[config.mk]
export PLATFORM = sky130hd
export DESIGN_NAME = breakpoint_match_unit_top_flat
export DESIGN_NICKNAME = d
export VERILOG_FILES = /design/src/hw/rtl/bmu_pkg.sv /design/src/hw/rtl/bmu_if.sv /design/src/hw/rtl/breakpoint_match_unit_top.sv /design/src/hw/rtl/bmu_front.sv /design/src/hw/rtl/bmu_queue.sv /design/src/hw/rtl/bmu_back.sv /design/src/flat_wrapper.sv
export SDC_FILE = /design/constraint.sdc
export NUM_CORES = 1
export LEC_CHECK = 0
export ABC_CLOCK_PERIOD_IN_PS = 2640
export BUFFER_PORTS_ARGS = -buffer_cell sky130_fd_sc_hd__buf_2
export CORE_ASPECT_RATIO = 0.5
export CORE_MARGIN = 5
export CORE_UTILIZATION = 45
export CTS_CLUSTER_DIAMETER = 150
export CTS_CLUSTER_SIZE = 20
export DETAILED_ROUTE_END_ITERATION = 7
export PLACE_DENSITY_LB_ADDON = 0.2
export SYNTH_ARGS = -nofsm -noshare
export SYNTH_HDL_FRONTEND = slang
export SYNTH_SLANG_ARGS = --single-unit
export TNS_END_PERCENT = 1
[constraint.sdc]
create_clock -name clk -period 2.64 [get_ports clk]
set_input_delay 0.264 -clock clk [delete_from_list [all_inputs] [get_ports clk]]
set_output_delay 0.264 -clock clk [all_outputs]
set_load 0.02 [all_outputs]
[src/hw/rtl/bmu_pkg.sv]
// Shared types and constants for the breakpoint match unit.
package bmu_pkg;

  localparam int BREAK_ENTRIES_DEF = 16;
  localparam int ADDR_W            = 16;
  localparam int FUNC_W            = 2;
  localparam int STATUS_W          = 2;
  localparam int Q_DEPTH           = 2;

  typedef enum logic [FUNC_W-1:0] {
    FUNC_ADD   = 2'd0,
    FUNC_DEL   = 2'd1,
    FUNC_STEP  = 2'd2,
    FUNC_QUERY = 2'd3
  } func_t;

  typedef enum logic [STATUS_W-1:0] {
    ST_OK     = 2'd0,
    ST_FULL   = 2'd1,
    ST_ABSENT = 2'd2
  } status_t;

  // Classified item handed from the front end to the execution side.
  typedef struct packed {
    func_t             op;
    logic              needs_scan;
    logic [ADDR_W-1:0] address;
  } item_t;

  typedef struct packed {
    logic    may_run;
    logic    hit;
    status_t status;
  } res_t;

  typedef enum logic [2:0] {
    S_IDLE = 3'b001,
    S_SCAN = 3'b010,
    S_EXEC = 3'b100
  } state_t;

endpackage

[src/hw/rtl/bmu_if.sv]
// Valid/ready channel interfaces for the item and result beats.
interface bmu_in_if;
  logic                        valid;
  logic                        ready;
  logic [bmu_pkg::FUNC_W-1:0]  func;
  logic [bmu_pkg::ADDR_W-1:0]  address;

  modport source (output valid, output func, output address, input ready);
  modport sink   (input valid, input func, input address, output ready);
endinterface

interface bmu_out_if;
  logic                         valid;
  logic                         ready;
  logic                         may_run;
  logic                         hit;
  logic [bmu_pkg::STATUS_W-1:0] status;

  modport source (output valid, output may_run, output hit, output status, input ready);
  modport sink   (input valid, input may_run, input hit, input status, output ready);
endinterface

[src/hw/rtl/breakpoint_match_unit_top.sv]
// Top level of the breakpoint match unit: front end, queue and execution side.
//
//  channel   dir  signals                              beat
//  in_chan   in   valid ready func[1:0] address[15:0]  one operation
//  out_chan  out  valid ready may_run hit status[1:0]  one result per operation
//
// Add, delete and query scan the table in the execution side: the addresses sit
// in a single-port memory and are scanned one entry a cycle (read, then compare),
// followed by an execute step. Arm single step skips the scan and only executes.
// The front end adds one register stage; the two-entry queue takes beats until full
// while the execution side is busy or its result waits in the output register.
// Reset (rst_n, synchronous) clears all valid bits, the step flag and the queue;
// entry addresses are left as they are and only read behind a valid bit.
module breakpoint_match_unit_top #(
  parameter int BREAK_ENTRIES = bmu_pkg::BREAK_ENTRIES_DEF
) (
  input  logic        clk,
  input  logic        rst_n,
  bmu_in_if.sink      in_chan,
  bmu_out_if.source   out_chan
);
  import bmu_pkg::*;

  // front end -> queue
  logic  fq_vld;
  logic  fq_rdy;
  item_t fq_item;

  // queue -> execution side
  logic  qb_vld;
  logic  qb_rdy;
  item_t qb_item;

  bmu_front u_front (
    .clk       (clk),
    .rst_n     (rst_n),
    .in_ch     (in_chan),
    .push_vld  (fq_vld),
    .push_rdy  (fq_rdy),
    .push_item (fq_item)
  );

  bmu_queue u_queue (
    .clk       (clk),
    .rst_n     (rst_n),
    .push_vld  (fq_vld),
    .push_rdy  (fq_rdy),
    .push_item (fq_item),
    .pop_vld   (qb_vld),
    .pop_rdy   (qb_rdy),
    .pop_item  (qb_item)
  );

  bmu_back #(
    .BREAK_ENTRIES (BREAK_ENTRIES)
  ) u_back (
    .clk      (clk),
    .rst_n    (rst_n),
    .pop_vld  (qb_vld),
    .pop_rdy  (qb_rdy),
    .pop_item (qb_item),
    .out_ch   (out_chan)
  );

endmodule

[src/hw/rtl/bmu_front.sv]
// Front end: accepts item beats, classifies them and registers them for the queue.
module bmu_front (
  input  logic           clk,
  input  logic           rst_n,
  bmu_in_if.sink         in_ch,
  output logic           push_vld,
  input  logic           push_rdy,
  output bmu_pkg::item_t push_item
);
  import bmu_pkg::*;

  logic  fr_vld_r;
  item_t fr_item_r;
  item_t cls_item;
  logic  take;

  always_comb begin
    cls_item.op         = func_t'(in_ch.func);
    cls_item.needs_scan = (cls_item.op != FUNC_STEP);
    cls_item.address    = in_ch.address;
  end

  assign in_ch.ready = !fr_vld_r || push_rdy;
  assign take        = in_ch.valid && in_ch.ready;

  always_ff @(posedge clk) begin
    if (!rst_n) begin
      fr_vld_r <= 1'b0;
    end else if (take) begin
      fr_vld_r <= 1'b1;
    end else if (push_rdy) begin
      fr_vld_r <= 1'b0;
    end
  end

  always_ff @(posedge clk) begin
    if (take) begin
      fr_item_r <= cls_item;
    end
  end

  assign push_vld  = fr_vld_r;
  assign push_item = fr_item_r;

endmodule

[src/hw/rtl/bmu_queue.sv]
// Short FIFO decoupling the front end from the execution side.
module bmu_queue (
  input  logic           clk,
  input  logic           rst_n,
  input  logic           push_vld,
  output logic           push_rdy,
  input  bmu_pkg::item_t push_item,
  output logic           pop_vld,
  input  logic           pop_rdy,
  output bmu_pkg::item_t pop_item
);
  import bmu_pkg::*;

  localparam int QW = (Q_DEPTH > 1) ? $clog2(Q_DEPTH) : 1;
  localparam int CW = $clog2(Q_DEPTH + 1);
  localparam logic [QW-1:0] Q_LAST = QW'(Q_DEPTH - 1);
  localparam logic [CW-1:0] Q_FULL = CW'(Q_DEPTH);

  item_t          slot_r [Q_DEPTH];
  logic [QW-1:0]  wr_ptr_r;
  logic [QW-1:0]  rd_ptr_r;
  logic [CW-1:0]  cnt_r;
  logic           do_push;
  logic           do_pop;

  assign push_rdy = (cnt_r != Q_FULL);
  assign pop_vld  = (cnt_r != '0);
  assign pop_item = slot_r[rd_ptr_r];
  assign do_push  = push_vld && push_rdy;
  assign do_pop   = pop_vld && pop_rdy;

  always_ff @(posedge clk) begin
    if (!rst_n) begin
      wr_ptr_r <= '0;
      rd_ptr_r <= '0;
      cnt_r    <= '0;
    end else begin
      if (do_push) begin
        wr_ptr_r <= (wr_ptr_r == Q_LAST) ? '0 : wr_ptr_r + 1'b1;
      end
      if (do_pop) begin
        rd_ptr_r <= (rd_ptr_r == Q_LAST) ? '0 : rd_ptr_r + 1'b1;
      end
      if (do_push && !do_pop) begin
        cnt_r <= cnt_r + 1'b1;
      end else if (do_pop && !do_push) begin
        cnt_r <= cnt_r - 1'b1;
      end
    end
  end

  always_ff @(posedge clk) begin
    if (do_push) begin
      slot_r[wr_ptr_r] <= push_item;
    end
  end

endmodule

[src/hw/rtl/bmu_back.sv]
// Execution side: scans the breakpoint table, applies the operation, holds the result.
module bmu_back #(
  parameter int BREAK_ENTRIES = bmu_pkg::BREAK_ENTRIES_DEF
) (
  input  logic           clk,
  input  logic           rst_n,
  input  logic           pop_vld,
  output logic           pop_rdy,
  input  bmu_pkg::item_t pop_item,
  bmu_out_if.source      out_ch
);
  import bmu_pkg::*;

  localparam int IW = (BREAK_ENTRIES > 1) ? $clog2(BREAK_ENTRIES) : 1;
  localparam logic [IW-1:0] LAST = IW'(BREAK_ENTRIES - 1);

  logic [ADDR_W-1:0]        mem [BREAK_ENTRIES];
  logic [ADDR_W-1:0]        rd_data_r;
  logic [BREAK_ENTRIES-1:0] valid_r;
  logic                     step_armed_r;

  state_t                   state_r;
  item_t                    cur_r;
  logic [IW-1:0]            rd_idx_r;
  logic                     issue_r;
  logic [IW-1:0]            cmp_idx_r;
  logic                     cmp_vld_r;
  logic                     match_found_r;
  logic [IW-1:0]            match_idx_r;
  logic                     free_found_r;
  logic [IW-1:0]            free_idx_r;

  logic                     out_vld_r;
  res_t                     res_r;
  res_t                     res_nxt;
  logic                     exec_go;
  logic                     mem_we;
  logic                     ent_hit;
  logic                     ent_free;

  assign pop_rdy  = (state_r == S_IDLE);
  assign exec_go  = (state_r == S_EXEC) && (!out_vld_r || out_ch.ready);
  assign ent_hit  = valid_r[cmp_idx_r] && (rd_data_r == cur_r.address);
  assign ent_free = !valid_r[cmp_idx_r];

  // Result of the current operation from the scan outcome.
  always_comb begin
    res_nxt.may_run = 1'b0;
    res_nxt.hit     = 1'b0;
    res_nxt.status  = ST_OK;
    mem_we          = 1'b0;
    case (cur_r.op)
      FUNC_ADD: begin
        res_nxt.hit = match_found_r;
        if (free_found_r) begin
          mem_we = exec_go;
        end else begin
          res_nxt.status = ST_FULL;
        end
      end
      FUNC_DEL: begin
        if (match_found_r) begin
          res_nxt.hit = 1'b1;
        end else begin
          res_nxt.status = ST_ABSENT;
        end
      end
      FUNC_STEP: begin
      end
      FUNC_QUERY: begin
        if (match_found_r) begin
          res_nxt.hit = 1'b1;
        end else if (!step_armed_r) begin
          res_nxt.may_run = 1'b1;
        end
      end
      default: begin
      end
    endcase
  end

  always_ff @(posedge clk) begin
    rd_data_r <= mem[rd_idx_r];
    if (mem_we) begin
      mem[free_idx_r] <= cur_r.address;
    end
  end

  always_ff @(posedge clk) begin
    if (!rst_n) begin
      state_r       <= S_IDLE;
      valid_r       <= '0;
      step_armed_r  <= 1'b0;
      issue_r       <= 1'b0;
      cmp_vld_r     <= 1'b0;
      match_found_r <= 1'b0;
      free_found_r  <= 1'b0;
      out_vld_r     <= 1'b0;
    end else begin
      if (exec_go) begin
        out_vld_r <= 1'b1;
      end else if (out_ch.ready) begin
        out_vld_r <= 1'b0;
      end

      case (state_r)
        S_IDLE: begin
          cmp_vld_r <= 1'b0;
          if (pop_vld) begin
            match_found_r <= 1'b0;
            free_found_r  <= 1'b0;
            issue_r       <= pop_item.needs_scan;
            state_r       <= pop_item.needs_scan ? S_SCAN : S_EXEC;
          end
        end
        S_SCAN: begin
          cmp_vld_r <= issue_r;
          if (issue_r && rd_idx_r == LAST) begin
            issue_r <= 1'b0;
          end
          if (cmp_vld_r) begin
            if (ent_hit && !match_found_r) begin
              match_found_r <= 1'b1;
            end
            if (ent_free && !free_found_r) begin
              free_found_r <= 1'b1;
            end
            if (cmp_idx_r == LAST) begin
              state_r <= S_EXEC;
            end
          end
        end
        S_EXEC: begin
          if (exec_go) begin
            state_r <= S_IDLE;
            case (cur_r.op)
              FUNC_ADD: begin
                if (free_found_r) begin
                  valid_r[free_idx_r] <= 1'b1;
                end
              end
              FUNC_DEL: begin
                if (match_found_r) begin
                  valid_r[match_idx_r] <= 1'b0;
                end
              end
              FUNC_STEP: begin
                step_armed_r <= 1'b1;
              end
              FUNC_QUERY: begin
                if (!match_found_r) begin
                  step_armed_r <= 1'b0;
                end
              end
              default: begin
              end
            endcase
          end
        end
        default: begin
          state_r <= S_IDLE;
        end
      endcase
    end
  end

  // Datapath registers, no reset needed.
  always_ff @(posedge clk) begin
    if (state_r == S_IDLE && pop_vld) begin
      cur_r    <= pop_item;
      rd_idx_r <= '0;
    end else if (state_r == S_SCAN && issue_r && rd_idx_r != LAST) begin
      rd_idx_r <= rd_idx_r + 1'b1;
    end
    cmp_idx_r <= rd_idx_r;
    if (cmp_vld_r && ent_hit && !match_found_r) begin
      match_idx_r <= cmp_idx_r;
    end
    if (cmp_vld_r && ent_free && !free_found_r) begin
      free_idx_r <= cmp_idx_r;
    end
    if (exec_go) begin
      res_r <= res_nxt;
    end
  end

  assign out_ch.valid   = out_vld_r;
  assign out_ch.may_run = res_r.may_run;
  assign out_ch.hit     = res_r.hit;
  assign out_ch.status  = res_r.status;

endmodule

[src/flat_wrapper.sv]
// flat-port wrapper written by rule: the top's interface ports become plain ports
module breakpoint_match_unit_top_flat import bmu_pkg::*;
#(
  parameter int BREAK_ENTRIES = bmu_pkg::BREAK_ENTRIES_DEF
)
  (clk, rst_n, in_chan_valid, in_chan_func, in_chan_address, in_chan_ready, out_chan_valid, out_chan_may_run, out_chan_hit, out_chan_status, out_chan_ready);
  bmu_in_if in_chan_i ();
  bmu_out_if out_chan_i ();
  input  logic clk;
  input  logic rst_n;
  input wire logic [$bits(in_chan_i.valid)-1:0] in_chan_valid;
  input wire logic [$bits(in_chan_i.func)-1:0] in_chan_func;
  input wire logic [$bits(in_chan_i.address)-1:0] in_chan_address;
  output wire logic [$bits(in_chan_i.ready)-1:0] in_chan_ready;
  output wire logic [$bits(out_chan_i.valid)-1:0] out_chan_valid;
  output wire logic [$bits(out_chan_i.may_run)-1:0] out_chan_may_run;
  output wire logic [$bits(out_chan_i.hit)-1:0] out_chan_hit;
  output wire logic [$bits(out_chan_i.status)-1:0] out_chan_status;
  input wire logic [$bits(out_chan_i.ready)-1:0] out_chan_ready;
  assign in_chan_i.valid = in_chan_valid;
  assign in_chan_i.func = in_chan_func;
  assign in_chan_i.address = in_chan_address;
  assign in_chan_ready = in_chan_i.ready;
  assign out_chan_valid = out_chan_i.valid;
  assign out_chan_may_run = out_chan_i.may_run;
  assign out_chan_hit = out_chan_i.hit;
  assign out_chan_status = out_chan_i.status;
  assign out_chan_i.ready = out_chan_ready;
  breakpoint_match_unit_top #(.BREAK_ENTRIES(BREAK_ENTRIES)) u_core (.clk(clk), .rst_n(rst_n), .in_chan(in_chan_i), .out_chan(out_chan_i));
endmodule
---- Word-level counts from Yosys, hierarchy flattened ----
Memories as Yosys holds them, arrays and structs flattened. A register that Yosys moved wholly into a read port is not among the register bits.
Index checks and enable logic that the tools add are counted.
storage, ports and cells
  bits in registers ....................... 87
  RAM bits ................................ 294
  bits of input ports ..................... 22
  output and inout bits ................... 6
  word-level logic and storage cells ...... 155
  memories kept ........................... 2
memory list
  memory                 depth  bits a word  rd ports  clocked after memory_dff  wr ports  RTL line         source
  u_core.u_back.mem      16     16           1         1                         1         bmu_back.sv:17   logic [ADDR_W-1:0] mem [BREAK_ENTRIES];
  u_core.u_queue.slot_r  2      19           1         1                         1         bmu_queue.sv:19  item_t slot_r [Q_DEPTH];
cells by class
  $add $sub $neg .......................... 5
  magnitude comparators ................... 5
  eq/ne operators ......................... 22
  multiplexer cells ....................... 50
  bitwise logic cells ..................... 4
  reduce and logical (&&, ||, !) cells .... 43
operators with widths
  cell                 count
  $mux 16              2
  $pmux 16 s2          1
  $mux 1               28
  $ne 2x2->1 const B   12
  $logic_and 1x1->1    18
  $and 16x16->16       1
  $eq 16x16->1         1
  $not 16->16          1
  $or 16x16->16        1
  $reduce_and 4->1     4
  $lt 4x5->1 const B   3
  $mux 3               5
  $reduce_bool 2->1    7
  $pmux 1 s2           6
  $pmux 3 s3           1
  $demux 1 s4          2
  $eq 4x4->1 const B   2
  $ge 4x1->1 const B   2
  $logic_not 1->1      7
  $mux 2               3
  $reduce_and 5->1     1
  $add 4x1->4 const B  1
  $bmux 1 s4           1
  $eq 2x2->1 const B   2
  14 further kinds     17

---- Longest topological paths before layout ----
Gate-level depths: netlist of run 1.
  word-level depth ........................ 8
  depth in mapped cells ................... 7
  gate-level depth less buffers ........... 7

---- Hierarchy ----
From an unflattened synthesis of run 1, not the netlist that was laid out.
second synthesis, totals
  cells, all modules ...................... 697
  area, all modules ....................... 14,974.4 um^2
by module, submodules not included
  module     times used  cells an instance  area an instance (um^2)  sequential area each (um^2)
  bmu_back   1           589                12,729.7                 9,569.2
  bmu_queue  1           83                 1,610.3                  1,241.2
  bmu_front  1           25                 634.4                    590.6

---- Least setup slack after synthesis of run 1 ----
No wires, ideal clock.
  kind .................................... register to register
  start point ............................. register u_core.u_back.state_r[2]
  end point ............................... memory u_core.u_back.mem[15][0] (enable)
  library setup time ...................... 390 ps
  arrival time ............................ 2,127 ps
  data required time ...................... 2,250 ps
  setup slack ............................. 123 ps
  cell stages (with the launch flop) ...... 7
  buffers on the path ..................... 2
  clock period less this slack ............ 2,517 ps
  cell sequence ........................... dfxtp_1 buf_4 or3b_1 buf_2 nor4_4 nand3_1 nor2_1
between the ends
  cells in the longest elaborated chain, start to end .. 6
RTL lines
  what                          RTL line         source
  start, declared               bmu_back.sv:22   state_t state_r;
  start signal, assigned        bmu_back.sv:113  state_r <= pop_item.needs_scan ? S_SCAN : S_EXEC;
  $eq 3x3->1                    bmu_back.sv:42   assign exec_go = (state_r == S_EXEC) && (!out_vld_r || out_ch.ready);
  $logic_and 1x1->1             bmu_back.sv:42
  $mux 1                        bmu_back.sv:55   if (free_found_r) begin
  $mux 1                        bmu_back.sv:52   case (cur_r.op)
  $mux 1                        bmu_back.sv:84   if (mem_we) begin
  $mux 1 (not written as such)  bmu_back.sv:85   mem[free_idx_r] <= cur_r.address;
  end, declared                 bmu_back.sv:17
No other way between the ends.

---- Worst setup path after layout of run 1 ----
  start point ............................. register u_core.u_back.state_r[2]
  end point ............................... memory u_core.u_back.mem[8][5] (enable)
The elaborated chain is that of the path after synthesis.

==> impl_results.md, run 1 <==
* TritonCTS clock tree: done
* Final GP Congestion at between 0.8 and 0.9
* Synth area leaders: edfxtp_1 (69%), mux4_2 (10%), dfxtp_1 (7.4%), mux2_2 (1.4%), mux2i_1 (1.3%)
* Count leader, synth: edfxtp_1
* Fill cell count at around 2600
* Placed cells at 1251
* RSZ-0062 raised after global routing: false
* First-pass GRT wire length at between 40000 and 50000 um
* TritonCTS Sinks at 398
* Layout cells sized above 1 at between 20% and 30%
* Seq/Total Area, Yosys at roughly 76%
* Final min period at about 2.4 ns
* Seq pwr share at 60.5%
* Avg Cell Area, Syn at about 20 um^2
* # IOs at 28
* Total congestion overflow at 0
* Arrival time worst endpoint at 2.61 ns
* Sw Share at ~24%
* Clk_lat worst skew at between 0.5 and 0.6 ns
* Pwr/cell area at about 750 nW/um^2
* Placed cell areas at between 15000 and 20000 um^2
* Synth Register Bits at between 300 and 400
* H-tree depth at 1
* LEAKAGE at 5.34 nW
* CTS buffer count at 23
* Postcts setup bufs at 0
* Hold path depth at 3
* Pre-antenna DRT Iters at 4
* Area Growth Syn to Fin at 13.8%
* Post-synth top area cell: edfxtp_1
* Crit. End Element: flop
* Number of setup violations in the final report at 0
* Switching power at 3.12 mW
* FF-to-FF path depth at 5
* Crit Path Class: flop to flop
* Cell Count, Final, Fillers Out at 1311
* Vias in the first global route at about 7300
* Drt initial violations at between 700 and 800
* WP buf/inv at 1
* Max-Cap Viols at 0
* Initial antenna violation count at 0
* Worst slew margin at ~60%
* Gr usage total at between 15 and 20%
* Clock share of power at between 20 and 30%
* Slowest CP cell: dfxtp_1
* Mapped Cells at 756
* Net count after synthesis at 780
* Clock slew at reported path FFs at ~0.08 ns
* Status: completed
* CTS Root Cell: clkbuf_16
* CP required at a little under 3 ns
* Pins Over Slew Limit at 0
* Yosys warning total at 0
* Fin Clk Skew at 0.0139 ns
* TNS Setup at 0 ns
* Fin. Hold Viols at 0
* DRT antenna net count at 0
* Dpl hpwl at around 20000 um
* R2R Setup Slk at approximately 0.28 ns
* Final nets at between 800 and 900
* Port buffer count at 27
* Synth Flop Type: edfxtp_1
* Worst stage delay on the critical path at 0.47 ns
* Die width at roughly 270 um
* Largest fanout on the critical path at 16
* Drt wl/cell at ~23 um
* Die span in y at about 140 um
* CP top delay family: simple AND/OR/NAND/NOR gates
* Via count of the routed design at roughly 7300
* Maximum vdd drop at approximately 0.5 mV
* Synth top cells by count: edfxtp_1 (343), mux4_2 (67), dfxtp_1 (55), nor2_1 (32), a21oi_1 (23)
* Final core occ at slightly above 50%
* EDFF count, synth at 343
* CP Depth at 5
* Largest net degree at the start of global routing at 35
* Drt total wl at ~31000 um
* Cts repair resizes at 0
* Post-synth ARST share at 0%
* Cell internal pwr at between 9 and 10 mW
* Fin crit share at between 80% and 90%
* Die area at between 30000 and 40000 um^2
* Worst hold slack at approximately 0.086 ns
* Starting density of the core at ~45%
* Cells along the critical path: or3b_1, nor4_4, nand3b_1, nor3_4, buf_12
* # DRC at 0
* F_max at approximately 0.42 GHz
* HP Class: input port to flop
* Final Instance Area at around 17000 um^2
* Yosys top cell area share at approximately 69%
* Max Root-Sink Buffers at 3
* Setup crit start kind: flop
* Row count at between 40 and 50
* Post-synth design cell area at approximately 15000 um^2
* Netlist cell types at 50
* Vias/cell at between 5 and 6
* Core ar. at around 33000 um^2
* Comb power frac at a little under an eighth
* Tightest Pin Transition at approximately 0.61 ns
* Ant. Diodes at 0
==> state kept, by name, summed over array words and instances (netlist names), 2 cells and up, named ones only <==
name	flops
u_core.u_back.cur_r	18
u_core.u_back.rd_idx_r	4
u_core.u_front.push_item	19
u_core.u_queue.slot_r	38
u_core.u_back.valid_r	16
u_core.u_back.mem	256
u_core.u_back.out_ch.status	2
u_core.u_back.state_r	3
u_core.u_back.free_idx_r	4
u_core.u_back.cmp_idx_r	4
u_core.u_back.match_idx_r	4
u_core.u_back.rd_data_r	16
u_core.u_queue.cnt_r	2
==> worst reg2reg max path, stage by stage (launching register included) <==
cell and delay (ns):
dfxtp_1 0.47, or3b_1 0.44, nor4_4 0.39, nand3b_1 0.30, nor3_4 0.26, buf_12 0.20
==> stage by stage <==
step	power [mW]	setup WS [ns]
2_1_floorplan	8.64	0.123
3_3_place_gp	9.33	0.307
3_5_place_dp	9.39	0.246
4_1_cts	12.9	0.249
5_1_grt	13.4	0.146
6_report	12.8	0.285
==> final cells by class <==
type,instances,area [um^2],share of cell area [%]
flip-flops and latches,398,11400,67.1
multi-input cells,318,3420,20.1
well taps,441,552,3.25
inverters,7,26.3,0.155
clock buffers,41,653,3.84
repair buffers,106,938,5.52
==> routing by layer <==
| layer | vias to the layer above | track usage, % | share of wire, % |
|---|---|---|---|
| li1 | 3243 | - | - |
| met2 | 195 | 23.8 | 43 |
| met3 | 30 | 3.46 | 6.8 |
| met5 | - | 0 | 0 |
| met1 | 3797 | 27.2 | 49 |
| met4 | 0 | 2.54 | 1.3 |
==> power by group through the flow <==
| stage | registers, mW | clock network [mW] | logic, mW |
|---|---|---|---|
| floorplan | 7.95 | 0 | 0.689 |
| global placement | 7.89 | 0 | 1.44 |
| detailed placement | 7.90 | 0 | 1.50 |
| CTS | 7.75 | 3.68 | 1.52 |
| global route | 7.79 | 3.94 | 1.64 |
| finish | 7.76 | 3.57 | 1.50 |
==> worst paths after layout <==
check                               start                      endpoint
min reg2reg  u_core.u_front.push_item[14]  u_core.u_queue.slot_r[1][14]
min                        out_chan_ready    u_core.u_back.out_ch.valid
max              u_core.u_back.state_r[2]       u_core.u_back.mem[8][5]
max reg2reg      u_core.u_back.state_r[2]       u_core.u_back.mem[8][5]
==> logic make-up (layout without fill, tap and decap cells) <==
logic type / count (synthesis) / after routing / share of synthesized area [%]
simple gates: 117 / 117 / 4.52
fa+ha+maj: 2 / 2 / 0.168
mux: 106 / 106 / 12.9
compound gates: 72 / 72 / 3.74
xor+xnor: 21 / 21 / 1.23
flops: 398 / 398 / 76.3
buf+inv: 40 / 154 / 1.12
==> what timing repair did <==
action / in CTS / in global routing
hold endpoints to repair: 20 / 0
hold buffers: 19 / 0
endpoints found under the setup margin: 0 / 0
==> cell usage in the layout (no fill, tap or decap), types with 10 or more instances in the layout <==
| master | instances |
|---|---|
| edfxtp_1 | 343 |
| mux4_2 | 67 |
| dfxtp_1 | 52 |
| buf_4 | 47 |
| buf_2 | 27 |
| a21oi_1 | 23 |
| clkbuf_16 | 23 |
| nor2b_1 | 20 |
| nor2_1 | 20 |
| mux2i_1 | 20 |
| mux2_2 | 19 |
| dlygate4sd3_1 | 19 |
| clkbuf_1 | 17 |
| a211oi_1 | 16 |
| xor2_1 | 13 |
| o221a_2 | 13 |
| buf_12 | 13 |
| nor2_2 | 12 |
| nand3_1 | 10 |
Power figures use the tool's default switching activity.
==> inputs of run 2 (changes only) <==
--- a/config.mk
+++ b/config.mk
@@ -7,7 +7,7 @@
 export LEC_CHECK = 0
 export ABC_CLOCK_PERIOD_IN_PS = 2640
 export BUFFER_PORTS_ARGS = -buffer_cell sky130_fd_sc_hd__buf_2
-export CORE_ASPECT_RATIO = 0.5
+export CORE_ASPECT_RATIO = 1.4
 export CORE_MARGIN = 5
 export CORE_UTILIZATION = 45
 export CTS_CLUSTER_DIAMETER = 150
==> run 2 against run 1 <==
  * Clock power about the same
  * Setup slack worse by 0.032 ns
  * Largest cell class unchanged
  * Hold slack better by 0.0031 ns
  * Critical path type unchanged
  * Register-to-register slack worse by 0.03 ns
==> impl_results.md, run 2 (synthesized netlist as in run 1, its figures left out) <==
* Drt total wl at about 30000 um
* Worst slew margin at approximately 56%
* Initial antenna violation count at 0
* Pwr/cell area at between 700 and 800 nW/um^2
* Arrival time worst endpoint at between 2 and 3 ns
* Postcts setup bufs at 0
* Clock slew at reported path FFs at ~0.080 ns
* Die width at approximately 160 um
* Tightest Pin Transition at ~0.65 ns
* Layout cells sized above 1 at between 20 and 30%
* H-tree depth at 1
* Crit. End Element: flop
* CP required at around 2.9 ns
* TNS Setup at 0 ns
* DRT antenna net count at 0
* Largest Register: u_core.u_back.mem
* Total congestion overflow at 0
* Largest net degree at the start of global routing at 69
* HP Class: input port to flop
* Die area at ~37000 um^2
* Setup crit start kind: flop
* Port buffer count at 27
* Number of setup violations in the final report at 0
* First-pass GRT wire length at around 46000 um
* Drt initial violations at between 500 and 600
* Vias/cell at approximately 5.4
* Final Instance Area at around 17000 um^2
* Gr usage total at 16.7%
* Fin. Hold Viols at 0
* Max reg flops at between 200 and 300
* Dpl hpwl at just over 20000 um
* R2R Setup Slk at ~0.25 ns
* CTS buffer count at 23
* Ant. Diodes at 0
* LEAKAGE at approximately 5.3 nW
* Placed cell areas at 16100 um^2
* Core ar. at 33000 um^2
* Vias in the first global route at 7671
* Most frequent cells in the layout: edfxtp_1 (343), mux4_2 (67), dfxtp_1 (52), buf_4 (46), buf_2 (27)
* Max Root-Sink Buffers at 3
* RSZ-0062 raised after global routing: false
* Status: completed
* CTS Root Cell: clkbuf_16
* Pins Over Slew Limit at 0
* Maximum vdd drop at around 0.58 mV
* Area Growth Syn to Fin at 13.6%
* Cts repair resizes at 0
* Clk_lat worst skew at approximately 0.55 ns
* # DRC at 0
* Pre-antenna DRT Iters at 6
* Max-Cap Viols at 0
* TritonCTS clock tree: done
* Fin Clk Skew at between 0.015 and 0.02 ns
* F_max at roughly 0.42 GHz
* Final GP Congestion at around 0.90
* Most common cell after layout, fill and taps aside: edfxtp_1
* Final nets at 876
* Via count of the routed design at just over 7000
* # IOs at 28
* Fin crit share at 90.4%
* Starting density of the core at 45.2%
* Row count at approximately 80
* Die span in y at 226 um
* Largest fanout on the critical path at 10
* TritonCTS Sinks at around 400
* Drt wl/cell at 22.8 um
* Crit Path Class: flop to flop
* Final min period at about 2.4 ns
* # hold bufs at CTS at 19
run 2: cell count changes in the layout (fill, tap and decap cells not counted), sizes merged:
cell	change
buf	-2
inv	+1
run 2: through the flow:
| stage | cells | hold slack (ns) | setup slack (ns) | util [%] | power, mW |
|---|---|---|---|---|---|
| final | 1314 | 0.0889 | 0.252 | 51.4 | 12.8 |
| after detailed placement | 1253 | 0.432 | 0.273 | 48.8 | 9.37 |
| after global placement | 1253 | 0.422 | 0.338 | 48.8 | 9.29 |
| after CTS | 1314 | 0.0749 | 0.277 | 51.4 | 12.9 |
| after global routing | 1314 | 0.0911 | 0.164 | 51.4 | 13.3 |
| after floorplan | 756 | 0.329 | 0.123 | - | 8.64 |
run 2: worst paths after layout:
check	start	to	cells past startpoint
setup / recovery	u_core.u_back.state_r[2]	u_core.u_back.mem[2][13]	5
hold reg to reg	u_core.u_front.push_item[7]	u_core.u_queue.slot_r[1][7]	0
setup reg to reg	u_core.u_back.state_r[2]	u_core.u_back.mem[2][13]	5
hold / removal	out_chan_ready	u_core.u_back.out_ch.valid	3
run 2: final cells by class:
| type | count | area (um^2) |
|---|---|---|
| flip-flops and latches | 398 | 11400 |
| repair buffers | 104 | 911 |
| well taps | 445 | 557 |
| fillers | 2710 | 16100 |
| clock buffers | 41 | 653 |
| multi-input cells | 318 | 3390 |
| inverters | 7 | 26.3 |
| clock inverters | 1 | 8.76 |
run 2: per-layer routing:
metal | vias to the layer above | track usage, % | wire [um]
met5 | - | 0 | 0
met4 | 0 | 4.95 | 812
met3 | 43 | 1.68 | 930
met2 | 144 | 30.4 | 16300
met1 | 3726 | 21.2 | 12000
li1 | 3241 | - | -
run 2: critical path, cell delays in order (launching register included):
cell and delay [ns]:
dfxtp_1 0.46, or3b_1 0.44, nor4_4 0.39, nand2_1 0.25, nor2_2 0.29, buf_4 0.26
run 2: power breakdown:
group	internal, mW	leakage, nW	switching (mW)
clock network	1.69	0.315	1.86
registers	7.51	3.55	0.245
logic	0.522	1.41	0.931
total	9.72	5.27	3.04
